===== src/hdl/htfc_pkg.sv =====
`timescale 1ns / 1ps

package htfc_pkg;

    // Result status codes
    localparam logic [1:0] STATUS_OK     = 2'd0;
    localparam logic [1:0] STATUS_LENGTH = 2'd1;
    localparam logic [1:0] STATUS_CRC    = 2'd2;

    // CRC-8 constants
    localparam logic [7:0] CRC_POLY = 8'h31;
    localparam logic [7:0] CRC_INIT = 8'hFF;

    // Byte positions within a frame
    localparam logic [2:0] POS_TEMP_HI  = 3'd0;
    localparam logic [2:0] POS_TEMP_LO  = 3'd1;
    localparam logic [2:0] POS_TEMP_CRC = 3'd2;
    localparam logic [2:0] POS_HUM_HI   = 3'd3;
    localparam logic [2:0] POS_HUM_LO   = 3'd4;
    localparam logic [2:0] POS_HUM_CRC  = 3'd5;
    localparam logic [2:0] FRAME_LEN    = 3'd6;
    localparam logic [2:0] COUNT_MAX    = 3'd7;

    // Scaling constants
    localparam logic [14:0] TEMP_SPAN   = 15'd17500;
    localparam logic [14:0] TEMP_OFFSET = 15'd4500;
    localparam logic [13:0] HUM_SPAN    = 14'd10000;
    localparam logic [16:0] FULL_SCALE  = 17'd65535;

    // One finished frame, as handed from the front to the back
    typedef struct packed {
        logic [1:0]  status;
        logic        temp_bad;
        logic [15:0] temp_raw;
        logic [15:0] humid_raw;
    } frame_t;

    // Fold one byte into the CRC-8 accumulator, MSB first
    function automatic logic [7:0] crc8_byte(input logic [7:0] crc, input logic [7:0] b);
        logic [7:0] c;
        c = crc ^ b;
        for (int i = 0; i < 8; i++)
        begin
            if (c[7])
            begin
                c = {c[6:0], 1'b0} ^ CRC_POLY;
            end
            else
            begin
                c = {c[6:0], 1'b0};
            end
        end
        return c;
    endfunction

endpackage


===== src/hdl/htfc_front.sv =====
`timescale 1ns / 1ps

module htfc_front
(
    input  logic                clk,
    input  logic                rst_n,
    input  logic                in_valid,
    input  logic                in_stall,
    input  logic [7:0]          rx_byte,
    input  logic                last_byte,
    output logic                push,
    output htfc_pkg::frame_t    push_frame
);

    logic [2:0]  byte_count_reg, byte_count_next;
    logic [7:0]  crc_reg, crc_next;
    logic [15:0] temp_word_reg, temp_word_next;
    logic [15:0] humid_word_reg, humid_word_next;
    logic        temp_bad_reg, temp_bad_next;
    logic        humid_bad_reg, humid_bad_next;
    logic        accept;

    assign accept = in_valid && !in_stall;

    // Advance the frame state by one byte
    always_comb
    begin
        temp_word_next  = temp_word_reg;
        humid_word_next = humid_word_reg;
        crc_next        = crc_reg;
        temp_bad_next   = temp_bad_reg;
        humid_bad_next  = humid_bad_reg;
        case (byte_count_reg)
            htfc_pkg::POS_TEMP_HI, htfc_pkg::POS_TEMP_LO:
            begin
                temp_word_next = {temp_word_reg[7:0], rx_byte};
                crc_next       = htfc_pkg::crc8_byte(crc_reg, rx_byte);
            end
            htfc_pkg::POS_TEMP_CRC:
            begin
                temp_bad_next = (rx_byte != crc_reg);
                crc_next      = htfc_pkg::CRC_INIT;
            end
            htfc_pkg::POS_HUM_HI, htfc_pkg::POS_HUM_LO:
            begin
                humid_word_next = {humid_word_reg[7:0], rx_byte};
                crc_next        = htfc_pkg::crc8_byte(crc_reg, rx_byte);
            end
            htfc_pkg::POS_HUM_CRC:
            begin
                humid_bad_next = (rx_byte != crc_reg);
                crc_next       = htfc_pkg::CRC_INIT;
            end
            default:
            begin
            end
        endcase
        byte_count_next = (byte_count_reg == htfc_pkg::COUNT_MAX) ?
                          htfc_pkg::COUNT_MAX : byte_count_reg + 3'd1;
    end

    // Classify the frame on its last byte
    always_comb
    begin
        push = accept && last_byte;
        if (byte_count_next != htfc_pkg::FRAME_LEN)
        begin
            push_frame.status    = htfc_pkg::STATUS_LENGTH;
            push_frame.temp_bad  = 1'b0;
            push_frame.temp_raw  = 16'd0;
            push_frame.humid_raw = 16'd0;
        end
        else
        begin
            push_frame.status    = (temp_bad_next || humid_bad_next) ?
                                   htfc_pkg::STATUS_CRC : htfc_pkg::STATUS_OK;
            push_frame.temp_bad  = temp_bad_next;
            push_frame.temp_raw  = temp_word_next;
            push_frame.humid_raw = humid_word_next;
        end
    end

    // Hold frame state; clear it after the last byte
    always_ff @(posedge clk or negedge rst_n)
    begin
        if (!rst_n)
        begin
            byte_count_reg <= 3'd0;
            crc_reg        <= htfc_pkg::CRC_INIT;
            temp_word_reg  <= 16'd0;
            humid_word_reg <= 16'd0;
            temp_bad_reg   <= 1'b0;
            humid_bad_reg  <= 1'b0;
        end
        else if (accept)
        begin
            if (last_byte)
            begin
                byte_count_reg <= 3'd0;
                crc_reg        <= htfc_pkg::CRC_INIT;
                temp_word_reg  <= 16'd0;
                humid_word_reg <= 16'd0;
                temp_bad_reg   <= 1'b0;
                humid_bad_reg  <= 1'b0;
            end
            else
            begin
                byte_count_reg <= byte_count_next;
                crc_reg        <= crc_next;
                temp_word_reg  <= temp_word_next;
                humid_word_reg <= humid_word_next;
                temp_bad_reg   <= temp_bad_next;
                humid_bad_reg  <= humid_bad_next;
            end
        end
    end

    // A new frame always starts from a cleared state
    a_clear_after_last: assert property (@(posedge clk) disable iff (!rst_n)
        (accept && last_byte) |=> (byte_count_reg == 3'd0 && crc_reg == htfc_pkg::CRC_INIT))
        else $error("frame state not cleared after last byte");

endmodule


===== config.mk =====
export PLATFORM = sky130hd
export DESIGN_NAME = htfc_front
export DESIGN_NICKNAME = d
export VERILOG_FILES = /design/src/hdl/htfc_pkg.sv /design/src/hdl/htfc_front.sv
export SDC_FILE = /design/constraint.sdc
export NUM_CORES = 1
export LEC_CHECK = 0
export ABC_AREA = 1
export BUFFER_PORTS_ARGS = -buffer_cell sky130_fd_sc_hd__buf_2
export CAP_MARGIN = 20
export CORE_MARGIN = 2
export CORE_UTILIZATION = 50
export DETAILED_ROUTE_END_ITERATION = 10
export GPL_TIMING_DRIVEN = 0
export PLACE_DENSITY = 0.83
export SYNTH_ARGS = -nofsm -noshare
export SYNTH_HDL_FRONTEND = slang
export SYNTH_SLANG_ARGS = --single-unit

===== constraint.sdc =====
create_clock -name clk -period 1.5 [get_ports clk]
set_input_delay 0.225 -clock clk [delete_from_list [all_inputs] [get_ports clk]]
set_output_delay 0.225 -clock clk [all_outputs]
set_load 0.02 [all_outputs]

==> reports/qor.csv, run 1 <==
stage,metric,value,unit
place,io_buffers,48,
sta,endpoint_type,primary output,
synth,synth_common_cells,"97 x nand2_1, 51 x inv_1, 41 x nor2_1",
synth,async_reset_ff_share,100,%
die,die_width,77.5,microns
synth,ys.flop_type,dfrtp_1,
outcome,outcome,aborted with a tool error,
synth,yosys.area.top_type_share,34.3,%
grt,grt_max_degree,46,
sta,grt_worst_setup_endpoint,push_frame[9],
clock_tree,clk_path_buf_depth,2,
synth,synthCells,375,
synth,syn_area_per_cell,7.20,sq um
die,rows,26,
synth,synth_edf_count,0,
place,dp_hpwl,5260,microns
synth,synth_top_area_cell,dfrtp_1,
grt,gr-total-overflow,310,
synth,syn_nets,392,
synth,ys_warn_count,0,
grt,grtUsageTotal,92.6,%
place,gp_congestion,0.912,
synth,netlist_area,2700,sq um
clock_tree,h-tree-depth,2,
clock_tree,cts_buffers,5,
clock_tree,hold_buffers,0,
clock_tree,clk_root_buffer_cell,clkbuf_8,
outcome,failing_step,global routing (5_1_grt),
die,start_util,52.2,%
clock_tree,cts_num_sinks,45,
synth,synth-seq-cells,45,
synth,yosysUniqueCellTypes,28,
die,die_height,77.5,microns
die,ios,49,
synth,synth_seq_area_share,42.1,%
outcome,error,[ERROR GRT-0232] Routing congestion too high. Check the congestion heatmap in the GUI.,
synth,synthTopCellsByArea,"dfrtp_1 34%, nand2_1 13%, dfstp_2 7.8%",
synth,synth_most_common_cell,nand2_1,
## metrics by stage
step / area (sq um) / setup WS, ns / cells / util (%) / setup TNS [ns]
after CTS: 4460 / -0.570 / 531 / 86.2 / -19.97
after detailed placement: 3440 / -0.327 / 493 / 66.6 / -11.26
after global placement: 3440 / -0.329 / 493 / 66.6 / -9.66
after floorplan: 3120 / -0.0583 / 375 / - / -0.924
## metal layers
layer / GRT usage [%] / GRT overflow
met5: 30.9 / 0
met2: 114 / 212
met4: 103 / 94
met1: 87.5 / 1
met3: 72.9 / 3
## cell families after synthesis
logic type | share of synthesized area (%)
AOI/OAI and AO/OA | 17.0
xor gates and xnor gates | 2.55
adders and majority gates | 1.85
buffers and inverters | 11.1
DFF | 42.1
and+or+nand+nor | 25.5
## timing repair
action	CTS
setup buffers	25
pin swaps	19
hold endpoints to repair	0
cloned	6
setup endpoints to repair	75
gates resized for setup	160
==> run 2, diff against run 1 <==
--- a/config.mk
+++ b/config.mk
@@ -9,10 +9,10 @@
 export BUFFER_PORTS_ARGS = -buffer_cell sky130_fd_sc_hd__buf_2
 export CAP_MARGIN = 20
 export CORE_MARGIN = 2
-export CORE_UTILIZATION = 50
+export CORE_UTILIZATION = 40
 export DETAILED_ROUTE_END_ITERATION = 10
 export GPL_TIMING_DRIVEN = 0
-export PLACE_DENSITY = 0.83
+export PLACE_DENSITY_LB_ADDON = 0.15
 export SYNTH_ARGS = -nofsm -noshare
 export SYNTH_HDL_FRONTEND = slang
 export SYNTH_SLANG_ARGS = --single-unit
==> constraint.sdc (replaced) <==
create_clock -name clk -period 2 [get_ports clk]
set_input_delay 0.3 -clock clk [delete_from_list [all_inputs] [get_ports clk]]
set_output_delay 0.3 -clock clk [all_outputs]
set_load 0.02 [all_outputs]
==> run 2 against run 1 <==
  * The flow now finishes, with violations (setup timing)
  * Area after synthesis is the same
  * Synthesized cell count is the same
==> reports/qor.csv, run 2 <==
stage,metric,value,unit,change
synth,syn_nets,392,,unchanged
synth,yosys.area.top_type_share,34.3,%,unchanged
power,p_int,2230,uW,
place,gp_congestion,0.841,,-7.8%
detailed_routing,drtPass1Iterations,4,,
place,dp_hpwl,5150,microns,-2.0%
critical_path,required,1.70,ns,
clock_tree,path_clk_slew,0.09,ns,
detailed_routing,ant_nets,0,,
critical_path,endpoint_kind,output port,,
layout,syn_to_final_growth,44.2,%,
die,die_area,7430,sq um,
detailed_routing,drc_errors,0,,
power,finalPower,3640,uW,
critical_path,cp.arrival,1.84,ns,
detailed_routing,num_vias,2742,,
synth,synth_most_common_cell,nand2_1,,
sta,max_freq,468,MHz,
layout,fin_cells,536,,
grt,grt_pass1_wl,12200,microns,
die,rows,29,,+12%
sta,period_needed,2.14,ns,
layout,layout_commonest_cell,nand2_1,,
grt,grt_pass1_vias,2510,,
layout,diodes,0,,
clock_tree,cts_tree,built,,
power,power_density,936,nW/um^2,
grt,grt_max_degree,46,,
sta,slew_headroom,59.5,%,
synth,synth_common_cells,"97 x nand2_1, 51 x inv_1, 41 x nor2_1",,
synth,async_reset_ff_share,100,%,unchanged
critical_path,cp-start-kind,flop,,
power,leakagePower,0.00198,uW,
synth,synth_seq_area_share,42.1,%,unchanged
power,power.share.combinational,44.9,%,
die,ios,49,,unchanged
power,ir_worst_vdd,0.382,mV,
critical_path,cp_max_fo,8,,
power,p_clk_share,19.9,%,
synth,synth-seq-cells,45,,unchanged
power,p_seq_share,35.3,%,
layout,final_cell_mix,"83 x nand2_1, 49 x inv_1, 49 x buf_4, 35 x dfrtp_1, 31 x nor2_1",,
critical_path,worstSetupPathType,reg -> out,,
clock_tree,cts_num_sinks,45,,unchanged
grt,grtUsageTotal,20.9,%,
synth,synthCells,375,,unchanged
sta,worst_slew_pin_slew,0.607,ns,
grt,antenna_found_initial,0,,
detailed_routing,wl_per_cell,14.8,microns,
hold_path,hp-class,in -> reg,,
sta,fin_crit_sh,107,%,
layout,drive_gt1_share,39.0,%,
detailed_routing,vias_per_cell,5.12,,
sta,setup-violations-final,34,,
clock_tree,clk_path_buf_depth,2,,unchanged
outcome,outcome,"complete, but fails checks",,
synth,ys_warn_count,0,,unchanged
synth,netlist_area,2700,sq um,unchanged
sta,holdWs,0.320,ns,
detailed_routing,drt_iter0_drc,128,,
place,io_buffers,48,,unchanged
place,dp_cells,500,,+1.4%
clock_tree,h-tree-depth,2,,unchanged
synth,syn_area_per_cell,7.20,sq um,unchanged
die,die_width,86.2,microns,+11%
flow_run,maxCapViolations,0,,
synth,ys.flop_type,dfrtp_1,,
outcome,violations,setup timing,,
sta,rsz0062_at_grt,true,,
synth,synth_edf_count,0,,unchanged
synth,yosysUniqueCellTypes,28,,unchanged
synth,synth_top_area_cell,dfrtp_1,,
sta,worst_slack,-0.136,ns,
sta,hold_viol,0,,
synth,synthTopCellsByArea,"dfrtp_1 34%, nand2_1 13%, dfstp_2 7.8%",,
layout,fin_nets,475,,
clock_tree,cts_buffers,5,,unchanged
power,p_switching,1410,uW,
die,die_height,86.2,microns,+11%
grt,gr-total-overflow,0,,
clock_tree,clk_root_buffer_cell,clkbuf_8,,
clock_tree,clk_latency,0.31,ns,
sta,slew_viol_final,0,,
die,core,6460,sq um,
power,p_sw_share,38.7,%,
detailed_routing,wirelength,7950,microns,
sta,fin_skew,0.00751,ns,
die,start_util,41.8,%,-10 points
==> run 2: final cells by class <==
cell class,count,area [sq um]
clock inverters,2,38.8
clock buffers,6,72.6
fillers,584,2560
inverters,57,221
repair buffers,76,613
well taps,77,96.3
plain buffers,16,148
multi-input cells,257,1570
flip-flops and latches,45,1140
==> run 2: logic make-up after synthesis <==
logic type	after synthesis	synth area share, %
adder cells (fa/ha/maj)	4	1.85
XOR/XNOR	7	2.55
AO/OA/AOI/OAI	79	17.0
flip-flops	45	42.1
buffers and inverters	73	11.1
AND/OR/NAND/NOR	167	25.5
==> run 2: layer usage <==
| metal | routed length, microns | GRT usage, % | share of wire [%] | vias up |
|---|---|---|---|---|
| met3 | 294 | 2.95 | 3.7 | 9 |
| li1 | - | - | - | 1369 |
| met5 | 0 | 0 | 0 | - |
| met2 | 3940 | 34.5 | 50 | 62 |
| met4 | 87 | 6.96 | 1.1 | 0 |
| met1 | 3630 | 28.3 | 46 | 1302 |
==> run 2: power by group through the flow <==
stage | logic (uW) | registers, uW | clock network, uW
after floorplan | 961 | 1240 | 0
after global placement | 1170 | 1270 | 0
after detailed placement | 1190 | 1270 | 0
after global routing | 1820 | 1310 | 758
after CTS | 1350 | 1260 | 728
final | 1640 | 1280 | 724
==> run 2: worst max-delay path, stage by stage (launching register included) <==
cell,delay [ns]
dfrtp_2,0.46
ha_4,0.20
nor2_4,0.12
inv_4,0.06
o21ai_4,0.06
buf_12,0.15
buf_8,0.13
nand2_2,0.05
o21ai_2,0.07
nor2_1,0.07
buf_4,0.15
==> run 2: final timing paths <==
kind	slack, ns	from	depth (start not counted)	endpoint
hold / removal	0.32	last_byte	4	humid_bad_reg
max in group asynchronous	0.99	rst_n	3	crc_reg[7]
min in group asynchronous	0.43	rst_n	2	humid_word_reg[13]
setup reg to reg	0.16	byte_count_reg[0]	10	crc_reg[5]
setup / recovery	-0.14	byte_count_reg[0]	10	push_frame[8]
hold reg to reg	0.49	humid_bad_reg	2	humid_bad_reg
==> run 2: through the flow <==
| step | setup slack, ns | util [%] | TNS [ns] | cell area (sq um) |
|---|---|---|---|---|
| 2_1_floorplan | 0.152 | - | 0 | 2700 |
| 5_1_grt | -0.211 | 60.3 | -5.34 | 3890 |
| 3_3_place_gp | -0.105 | 47.0 | -1.17 | 3040 |
| 6_report | -0.136 | 60.3 | -3.08 | 3890 |
| 4_1_cts | -0.124 | 53.3 | -2.82 | 3440 |
| 3_5_place_dp | -0.0983 | 47.0 | -1.26 | 3040 |
==> run 2: repair_timing <==
| action | 4_1_cts | 5_1_grt |
|---|---|---|
| gates cloned | 3 | 0 |
| pin swaps | 6 | 15 |
| hold buffers | 0 | 1 |
| resized for setup | 72 | 89 |
| endpoints found under the setup margin | 35 | 36 |
| buffers inserted | 9 | 14 |
| endpoints found under the hold margin | 0 | 13 |
No activity file was read; power rests on OpenSTA's default activity.
